$ cat config.mk
export PLATFORM = sky130hd
export DESIGN_NAME = life_pattern_rle_encoder
export DESIGN_NICKNAME = d
export VERILOG_FILES = /design/src/rtl/core/lpre_pkg.sv /design/src/rtl/core/lpre_front.sv /design/src/rtl/core/lpre_queue.sv /design/src/rtl/core/lpre_back.sv /design/src/rtl/core/life_pattern_rle_encoder.sv
export SDC_FILE = /design/constraint.sdc
export NUM_CORES = 1
export LEC_CHECK = 0
export BUFFER_PORTS_ARGS = -buffer_cell sky130_fd_sc_hd__buf_4
export CORE_ASPECT_RATIO = 1.2
export CORE_MARGIN = 3
export CORE_UTILIZATION = 50
export CTS_CLUSTER_SIZE = 40
export DETAILED_ROUTE_END_ITERATION = 12
export HOLD_SLACK_MARGIN = 0.12
export PLACE_DENSITY_LB_ADDON = 0.08
export SLEW_MARGIN = 20
export SYNTH_ARGS = -nofsm -noshare
export SYNTH_HDL_FRONTEND = slang
export SYNTH_SLANG_ARGS = --single-unit
$ cat constraint.sdc
create_clock -name i_clk -period 15.45 [get_ports i_clk]
set_clock_uncertainty 0.2 [all_clocks]
set_input_delay 1.545 -clock i_clk [delete_from_list [all_inputs] [get_ports i_clk]]
set_output_delay 1.545 -clock i_clk [all_outputs]
set_load 0.01 [all_outputs]
$ cat src/rtl/core/lpre_pkg.sv
// shared types and constants for the life pattern rle encoder
// used by the front, queue, back and top level modules
package lpre_pkg;

    localparam int GRID_SIDE = 4096;
    localparam int CNT_W     = 13;
    localparam int COL_W     = 9;
    localparam int CFG_W     = 8;
    localparam int SLOTS     = 4;
    localparam int Q_DEPTH   = 4;
    localparam int Q_AW      = 2;

    // run and row-break counts saturate at the grid side or at the count field limit
    localparam logic [CNT_W-1:0] RUN_CAP =
        (GRID_SIDE < 8191) ? CNT_W'(GRID_SIDE) : CNT_W'(8191);

    localparam logic [CFG_W-1:0] MAX_COL_RESET = 8'd70;
    localparam logic [CNT_W-1:0] CNT_ONE       = 13'd1;
    localparam logic [CNT_W-1:0] CNT_TWO_DIGIT = 13'd9;
    localparam logic [COL_W-1:0] COL_ONE       = 9'd1;
    localparam logic [COL_W-1:0] COL_TWO       = 9'd2;
    localparam logic [COL_W-1:0] COL_THREE     = 9'd3;

    // configuration register indexes
    localparam int REG_MAX_LINE_COLUMNS = 0;

    // cell codes
    localparam logic [1:0] CELL_OFF     = 2'd0;
    localparam logic [1:0] CELL_UNKNOWN = 2'd2;
    localparam logic [1:0] CELL_SPARE   = 2'd3;

    // token slots within one packet, in emission order
    localparam int SLOT_BREAK = 0;
    localparam int SLOT_PREV  = 1;
    localparam int SLOT_ROW   = 2;
    localparam int SLOT_END   = 3;

    typedef enum logic [2:0] {
        SYM_OFF     = 3'd0,
        SYM_ON      = 3'd1,
        SYM_UNKNOWN = 3'd2,
        SYM_BREAK   = 3'd3,
        SYM_END     = 3'd4
    } t_sym;

    typedef struct packed {
        t_sym             sym;
        logic [CNT_W-1:0] cnt;
    } t_tok;

    typedef struct packed {
        logic [SLOTS-1:0] vld;
        t_tok [SLOTS-1:0] tok;
    } t_pkt;

    typedef struct packed {
        logic push;
        t_pkt pkt;
    } t_q_wr;

    typedef struct packed {
        logic nonempty;
        logic full;
        t_pkt pkt;
    } t_q_rd;

endpackage

$ cat src/rtl/core/lpre_front.sv
// front end: accepts cells, tracks runs and row breaks, builds token packets
// depends on lpre_pkg
module lpre_front (
    input  logic           i_clk,
    input  logic           i_rst_n,
    input  logic           i_valid,
    output logic           o_ready,
    input  logic [1:0]     i_cell,
    input  logic           i_row_start,
    input  logic           i_row_end,
    input  logic           i_pat_end,
    input  logic           i_q_full,
    output lpre_pkg::t_q_wr o_wr
);
    import lpre_pkg::*;

    logic [1:0]       r_prev,    n_prev;
    logic [CNT_W-1:0] r_rl,      n_rl;
    logic [CNT_W-1:0] r_pend,    n_pend;
    logic             r_started, n_started;

    logic             acc;
    logic [1:0]       cs;
    logic [1:0]       prev1;
    logic [CNT_W-1:0] rl1, rl2, pend1;
    logic             diff;
    t_pkt             pkt;

    assign o_ready = !i_q_full;
    assign acc     = i_valid && o_ready;

    always_comb begin
        cs = (i_cell == CELL_SPARE) ? CELL_UNKNOWN : i_cell;

        prev1 = r_prev;
        rl1   = r_rl;
        pend1 = r_pend;
        if (i_row_start || !r_started) begin
            rl1 = '0;
        end
        if (!r_started) begin
            pend1 = '0;
            prev1 = cs;
        end

        pkt    = '0;
        n_pend = pend1;
        diff   = (prev1 != cs);

        pkt.tok[SLOT_BREAK].sym = SYM_BREAK;
        pkt.tok[SLOT_BREAK].cnt = pend1;
        pkt.tok[SLOT_PREV].sym  = t_sym'({1'b0, prev1});
        pkt.tok[SLOT_PREV].cnt  = rl1;

        if (diff && cs != CELL_OFF && pend1 != '0) begin
            pkt.vld[SLOT_BREAK] = 1'b1;
            n_pend = '0;
        end
        if (diff && rl1 != '0) begin
            pkt.vld[SLOT_PREV] = 1'b1;
        end

        rl2 = diff ? '0 : rl1;
        if (rl2 < RUN_CAP) begin
            rl2 = rl2 + CNT_ONE;
        end
        n_rl   = rl2;
        n_prev = cs;

        pkt.tok[SLOT_ROW].sym = t_sym'({1'b0, cs});
        pkt.tok[SLOT_ROW].cnt = rl2;
        // pattern end closes the row as well
        if (i_row_end || i_pat_end) begin
            if (n_pend < RUN_CAP) begin
                n_pend = n_pend + CNT_ONE;
            end
            if (cs != CELL_OFF) begin
                pkt.vld[SLOT_ROW] = 1'b1;
            end
            n_prev = CELL_OFF;
            n_rl   = '0;
        end

        pkt.tok[SLOT_END].sym = SYM_END;
        pkt.tok[SLOT_END].cnt = CNT_ONE;
        n_started = 1'b1;
        if (i_pat_end) begin
            pkt.vld[SLOT_END] = 1'b1;
            n_prev    = CELL_OFF;
            n_rl      = '0;
            n_pend    = '0;
            n_started = 1'b0;
        end

        o_wr.push = acc && (pkt.vld != '0);
        o_wr.pkt  = pkt;
    end

    always_ff @(posedge i_clk) begin
        if (!i_rst_n) begin
            r_prev    <= CELL_OFF;
            r_rl      <= '0;
            r_pend    <= '0;
            r_started <= 1'b0;
        end else if (acc) begin
            r_prev    <= n_prev;
            r_rl      <= n_rl;
            r_pend    <= n_pend;
            r_started <= n_started;
        end
    end

endmodule

$ cat src/rtl/core/lpre_queue.sv
// short packet queue between the front and back ends
// depends on lpre_pkg
module lpre_queue (
    input  logic            i_clk,
    input  logic            i_rst_n,
    input  lpre_pkg::t_q_wr i_wr,
    input  logic            i_pop,
    output lpre_pkg::t_q_rd o_rd
);
    import lpre_pkg::*;

    t_pkt             r_mem [Q_DEPTH];
    logic [Q_AW-1:0]  r_wp, r_rp;
    logic [Q_AW:0]    r_cnt, n_cnt;

    always_comb begin
        n_cnt = r_cnt;
        if (i_wr.push && !i_pop) begin
            n_cnt = r_cnt + 1'b1;
        end else if (!i_wr.push && i_pop) begin
            n_cnt = r_cnt - 1'b1;
        end
        o_rd.nonempty = (r_cnt != '0);
        o_rd.full     = (r_cnt == (Q_AW+1)'(Q_DEPTH));
        o_rd.pkt      = r_mem[r_rp];
    end

    always_ff @(posedge i_clk) begin
        if (i_wr.push) begin
            r_mem[r_wp] <= i_wr.pkt;
        end
    end

    always_ff @(posedge i_clk) begin
        if (!i_rst_n) begin
            r_wp  <= '0;
            r_rp  <= '0;
            r_cnt <= '0;
        end else begin
            r_cnt <= n_cnt;
            if (i_wr.push) begin
                r_wp <= r_wp + 1'b1;
            end
            if (i_pop) begin
                r_rp <= r_rp + 1'b1;
            end
        end
    end

endmodule

$ cat src/rtl/core/lpre_back.sv
// back end: walks the token slots of each packet, tracks text columns,
// drives the output register; depends on lpre_pkg
module lpre_back (
    input  logic                        i_clk,
    input  logic                        i_rst_n,
    input  lpre_pkg::t_q_rd             i_rd,
    output logic                        o_pop,
    input  logic [lpre_pkg::CFG_W-1:0]  i_max_col,
    output logic                        o_valid,
    input  logic                        i_ready,
    output logic [2:0]                  o_symbol,
    output logic [lpre_pkg::CNT_W-1:0]  o_count,
    output logic                        o_wrap,
    output logic                        o_last
);
    import lpre_pkg::*;

    logic [SLOTS-1:0] r_done, n_done;
    logic [COL_W-1:0] r_col,  n_col;
    logic             r_valid;
    t_sym             r_sym;
    logic [CNT_W-1:0] r_cnt;
    logic             r_wrap, r_last;

    logic [SLOTS-1:0] pend, pick, rest;
    t_tok             tok;
    logic             load, wrap, last;
    logic [COL_W-1:0] add, sum;

    always_comb begin
        pend = i_rd.pkt.vld & ~r_done;
        pick = '0;
        tok  = i_rd.pkt.tok[0];
        for (int k = SLOTS - 1; k >= 0; k--) begin
            if (pend[k]) begin
                pick = '0;
                pick[k] = 1'b1;
                tok  = i_rd.pkt.tok[k];
            end
        end
        rest = pend & ~pick;
        last = (rest == '0);
        load = i_rd.nonempty && (!r_valid || i_ready);

        if (tok.cnt == CNT_ONE) begin
            add = COL_ONE;
        end else if (tok.cnt > CNT_TWO_DIGIT) begin
            add = COL_THREE;
        end else begin
            add = COL_TWO;
        end
        sum = r_col + add;

        // end token always wraps and starts the next pattern at column zero
        if (tok.sym == SYM_END) begin
            wrap  = 1'b1;
            n_col = '0;
        end else begin
            wrap  = (sum > {1'b0, i_max_col});
            n_col = wrap ? '0 : sum;
        end

        n_done = last ? '0 : (r_done | pick);
        o_pop  = load && last;
    end

    always_ff @(posedge i_clk) begin
        if (load) begin
            r_sym  <= tok.sym;
            r_cnt  <= tok.cnt;
            r_wrap <= wrap;
            r_last <= last;
        end
    end

    always_ff @(posedge i_clk) begin
        if (!i_rst_n) begin
            r_valid <= 1'b0;
            r_done  <= '0;
            r_col   <= '0;
        end else begin
            if (load) begin
                r_valid <= 1'b1;
                r_done  <= n_done;
                r_col   <= n_col;
            end else if (i_ready) begin
                r_valid <= 1'b0;
            end
        end
    end

    assign o_valid  = r_valid;
    assign o_symbol = r_sym;
    assign o_count  = r_cnt;
    assign o_wrap   = r_wrap;
    assign o_last   = r_last;

endmodule

$ cat src/rtl/core/life_pattern_rle_encoder.sv
// top level of the life pattern rle encoder: apb register, front, queue, back
// depends on lpre_pkg, lpre_front, lpre_queue and lpre_back
// the first token of a cell passes through the packet queue, then the output register
// throughput: one cell per cycle unless the queue is full; the output register
//   sends one token per cycle unless m_axis_tready stalls it, behind a four-packet queue
// reset (synchronous, active low) clears run state, queue, columns and sets max columns to 70
module life_pattern_rle_encoder (
    input  logic        i_clk,
    input  logic        i_rst_n,
    input  logic        s_axis_tvalid,
    output logic        s_axis_tready,
    input  logic [7:0]  s_axis_tdata,   // [1:0] cell_state, [7:2] zero
    input  logic [1:0]  s_axis_tuser,   // [0] row_start, [1] row_end
    input  logic        s_axis_tlast,   // pattern_end
    output logic        m_axis_tvalid,
    input  logic        m_axis_tready,
    output logic [15:0] m_axis_tdata,   // [2:0] symbol, [15:3] run_count
    output logic [0:0]  m_axis_tuser,   // [0] wrap_after
    output logic        m_axis_tlast,   // last_of_run
    input  logic        psel,
    input  logic        penable,
    input  logic        pwrite,
    input  logic [2:0]  paddr,
    input  logic [31:0] pwdata,
    output logic [31:0] prdata,
    output logic        pready
);
    import lpre_pkg::*;

    localparam logic [2:0] ADDR_MAX_COL = 3'(4 * REG_MAX_LINE_COLUMNS);

    logic [CFG_W-1:0] r_max_col;
    logic             cfg_wr;
    t_q_wr            q_wr;
    t_q_rd            q_rd;
    logic             q_pop;
    logic [2:0]       sym;
    logic [CNT_W-1:0] cnt;

    assign pready = 1'b1;
    assign cfg_wr = psel && penable && pwrite && pready && (paddr == ADDR_MAX_COL);
    assign prdata = (paddr == ADDR_MAX_COL) ? {24'd0, r_max_col} : 32'd0;

    always_ff @(posedge i_clk) begin
        if (!i_rst_n) begin
            r_max_col <= MAX_COL_RESET;
        end else if (cfg_wr) begin
            r_max_col <= pwdata[CFG_W-1:0];
        end
    end

    lpre_front u_front (
        .i_clk       (i_clk),
        .i_rst_n     (i_rst_n),
        .i_valid     (s_axis_tvalid),
        .o_ready     (s_axis_tready),
        .i_cell      (s_axis_tdata[1:0]),
        .i_row_start (s_axis_tuser[0]),
        .i_row_end   (s_axis_tuser[1]),
        .i_pat_end   (s_axis_tlast),
        .i_q_full    (q_rd.full),
        .o_wr        (q_wr)
    );

    lpre_queue u_queue (
        .i_clk   (i_clk),
        .i_rst_n (i_rst_n),
        .i_wr    (q_wr),
        .i_pop   (q_pop),
        .o_rd    (q_rd)
    );

    lpre_back u_back (
        .i_clk     (i_clk),
        .i_rst_n   (i_rst_n),
        .i_rd      (q_rd),
        .o_pop     (q_pop),
        .i_max_col (r_max_col),
        .o_valid   (m_axis_tvalid),
        .i_ready   (m_axis_tready),
        .o_symbol  (sym),
        .o_count   (cnt),
        .o_wrap    (m_axis_tuser[0]),
        .o_last    (m_axis_tlast)
    );

    assign m_axis_tdata = {cnt, sym};

endmodule
==> summary.txt <==
Hold path
  – Hold_sp: u_back.r_done[3]
  – Min-Delay Endpoint: u_back.r_done[3]
  – Hold depth: 2
  – Worst hold path type: reg2reg

Synth
  – Top cell type's share of synthesized area: 51.9%
  – Top cell type by total area after synthesis: edfxtp_1
  – Cell Area, Synth: 11,900 um^2
  – Ys async rst share: 0%
  – Yosys warns: 0
  – Post-synth cell types: 76
  – Register bit total from synthesis: 266
  – Syn_area_per_cell: 13.5 um^2
  – Synth Instances: 881
  – Sequential fraction of the synthesis area: 62.0%
  – Dominant cells by area after synthesis: edfxtp_1 52%, dfxtp_1 10%, mux4_2 6.2%, nand2_1 2.3%, ha_1 1.8%
  – Main flop type after synthesis: edfxtp_1
  – Post-synth EDFFs: 206

Floorplanning
  – I/O pin count: 106
  – Total Die Area: 25,700 um^2
  – Die width: 147 um
  – Initial Util: 51.2%
  – Core Area: 23,300 um^2
  – Core Rows: 61
  – Die height: 175 um

Cells and area
  – Fraction of layout instances using a drive strength above 1: 16.9%
  – ANT cells: 0
  – Area Growth Syn to Fin: 12.9%
  – Final instance area: 13,400 um^2
  – Nets@finish: 1,002
  – Final design utilization: 57.8%

Clock network
  – Post-CTS Resized: 0
  – Clock tree buffer depth: 3
  – Post-CTS Setup Repair Bufs: 0
  – TritonCTS Buffers: 27
  – CTS HTree Levels: 1
  – Root Buffer: clkbuf_16
  – TritonCTS clock tree: yes
  – Latest clock arrival within the worst-skew pair: 0.53 ns
  – Cts hold-fix bufs: 0
  – Worst-path clk slew: 0.06 ns
  – # clock sinks: 266

Placed design
  – Placed cell area: 12,500 um^2
  – HPWL after DPL: 17.6 mm
  – RePlAce Congestion: 0.863
  – Pre-CTS setup slack: 8.18 ns
  – Port bufs: 50

Route
  – Drt pass-1 iters: 5
  – Wire length per cell: 21.0 um
  – Routed Antenna Nets: 0
  – Via Count: 7,356
  – WL final: 26.6 mm
  – Starting DRC count in detailed routing: 471
  – DRC viols: 0
  – Vias per std cell: 5.82

STA
  – Final Hold Vio Count: 0
  – Rel. slew slack: 28.2%
  – Least-Margin Pin Slew: 1.06 ns
  – Tmin final: 7.16 ns
  – Worst Setup Slack, final: 8.29 ns
  – Setup TNS: 0 ns
  – RSZ-0062 raised after global routing: false
  – Final-report setup violation count: 0
  – Crit share post-route: 46.4%
  – F_max: 140 MHz
  – Max-slew violation count: 0

Power and ir drop
  – Switching Fraction: 30.0%
  – Clock share of power: 31.2%
  – Comb pwr share: 27.1%
  – Leakage power total: 4.71 nW
  – Worst IR Drop VDD: 0.107 mV
  – Switching pwr: 665 uW
  – Seq pwr share: 41.7%
  – Pwr dens: 165 nW/um^2
  – PnR Total Power: 2.22 mW
  – Internal: 1.55 mW

Critical path
  – Worst Path Arrival: 7.40 ns
  – R2r setup slk: 8.29 ns
  – Crit path max-delay cell type: o22ai_4
  – Most common cell on crit path: a21o_1
  – CP Max Fanout: 35
  – Gate family responsible for the most delay along the worst path: compound AO/OA/AOI/OAI gates
  – WS Path Type: reg2reg
  – Worst Path Required: 15.69 ns
  – FF-to-FF End: u_back.r_col[3]
  – Reg2reg path depth: 21
  – CP endpoint kind: flip-flop
  – Crit path largest cell delay: 0.68 ns
  – CP Cell Sequence: buf_4 > mux2i_4 > o22ai_4 > nor2_2 > a22oi_1 > o21ai_1 > or4b_1 > nand3b_1 > ha_1 > inv_1 > fa_1 > nand3b_1 > xnor2_1 > ha_1 > a21o_1 > a21o_1 > a21o_1 > a211oi_1 > o211a_1 > nand3_1 > a31oi_1
  – Buf/Inv on CP: 2
  – Crit start category: flip-flop

Global routing
  – Tot GR Track Use: 20.7%
  – First-pass GRT wire length: 42.0 mm
  – Overflow after GRT: 0
  – Vias in the first global route: 7,470
  – Largest net degree at the start of global routing: 48
  – Initial antenna violation count: 0

Outcome
  – Outcome: completed

Job
  – Number of max-cap violations: 0
[cell families after synthesis]
family                     after synthesis  share of synthesized area [%]
DFF                                    266                           62.0
and+or+nand+nor                        254                           10.7
AOI/OAI and AO/OA                      158                           9.51
buffers and inverters                  100                           4.38
muxes                                   59                           9.49
xor gates and xnor gates                22                           1.62
adders and majority gates               20                           2.21
other                                    2                         0.0630
[layout by cell type, fill, tap and decap left out, drive strengths merged, types with 12 or more instances in the layout]
cell and n:
a21oi 27, o21ai 32, nor3 16, xor2 13
mux4 39, dfxtp 60, edfxtp 206, mux2i 17
clkbuf 39, inv 33, and2 31, a32o 12
ha 17, nand3 20, nor2 53, conb 25
nand2 74, buf 63
[layer usage]
| metal | GRT usage, % | up-vias | routed length, um |
|---|---|---|---|
| met5 | 0 | - | 0 |
| met4 | 4.51 | 0 | 440 |
| met3 | 3.22 | 36 | 1260 |
| met2 | 35.7 | 202 | 13300 |
| met1 | 28.1 | 3714 | 11600 |
| li1 | - | 3404 | - |
[power groups by stage]
stage	clock network, mW	logic [mW]	registers, mW
2_1_floorplan	0	0.430	0.928
3_3_place_gp	0	0.595	0.936
5_1_grt	0.738	0.656	0.938
6_report	0.692	0.600	0.926
4_1_cts	0.706	0.609	0.928
3_5_place_dp	0	0.606	0.943
[worst min-delay path, cell delays in order, from the launching register on]
cell     delay (ns)
dfxtp_1        0.32
a21oi_1        0.04
nor2_1         0.07
[per-stage QoR]
step	hold slack, ns	std cells
2_1_floorplan	0.230	904
3_5_place_dp	0.249	1216
5_1_grt	0.303	1265
4_1_cts	0.266	1265
6_report	0.262	1265
3_3_place_gp	0.249	1216
[cell usage after synthesis, types with 10 or more instances]
cell type	n
and2_1	31
a21oi_1	27
xor2_1	13
buf_4	28
nor2_1	52
ha_1	17
edfxtp_1	206
dfxtp_1	60
nor2b_1	10
nand3_1	20
a32o_1	12
inv_1	31
nand2_1	73
a22oi_1	10
mux2i_1	15
o21ai_0	29
mux4_2	33
clkbuf_1	23
nor3_1	16
[final cells by class]
| cell class | count | area (um^2) |
|---|---|---|
| Clock inverter | 10 | 184 |
| Sequential cell | 266 | 7390 |
| Timing Repair Buffer | 63 | 473 |
| Tap cell | 315 | 394 |
| Multi-Input combinational cell | 538 | 4100 |
| Clock buffer | 39 | 781 |
| Fill cell | 1881 | 9830 |
| Inverter | 34 | 128 |
[flip-flops by register name, summed over array words and instances (netlist names), named ones only]
register and count:
u_back.o_last 1, u_front.r_prev 2, u_back.o_wrap 1, u_back.o_valid 1
u_back.o_symbol 3, u_queue.r_rp 2, u_queue.r_cnt 3, r_max_col 8
u_front.r_started 1, u_front.r_rl 13, u_back.r_col 9, u_queue.r_wp 2
u_back.o_count 13, u_back.r_done 4, u_front.r_pend 13, u_queue.r_mem 188
[worst max path at each step]
stage,slack [ns],cells past startpoint,end,startpoint
final,8.29,21,u_back.r_col[3],flip-flop
after global placement,8.32,22,u_back.r_col[6],flip-flop
after CTS,8.15,21,u_back.r_col[4],flip-flop
after detailed placement,8.18,21,u_back.r_col[2],flip-flop
after global routing,7.83,21,u_back.r_col[3],flip-flop
after floorplan,10.43,23,u_back.r_col[2],flip-flop
Power figures use the tool's default switching activity.
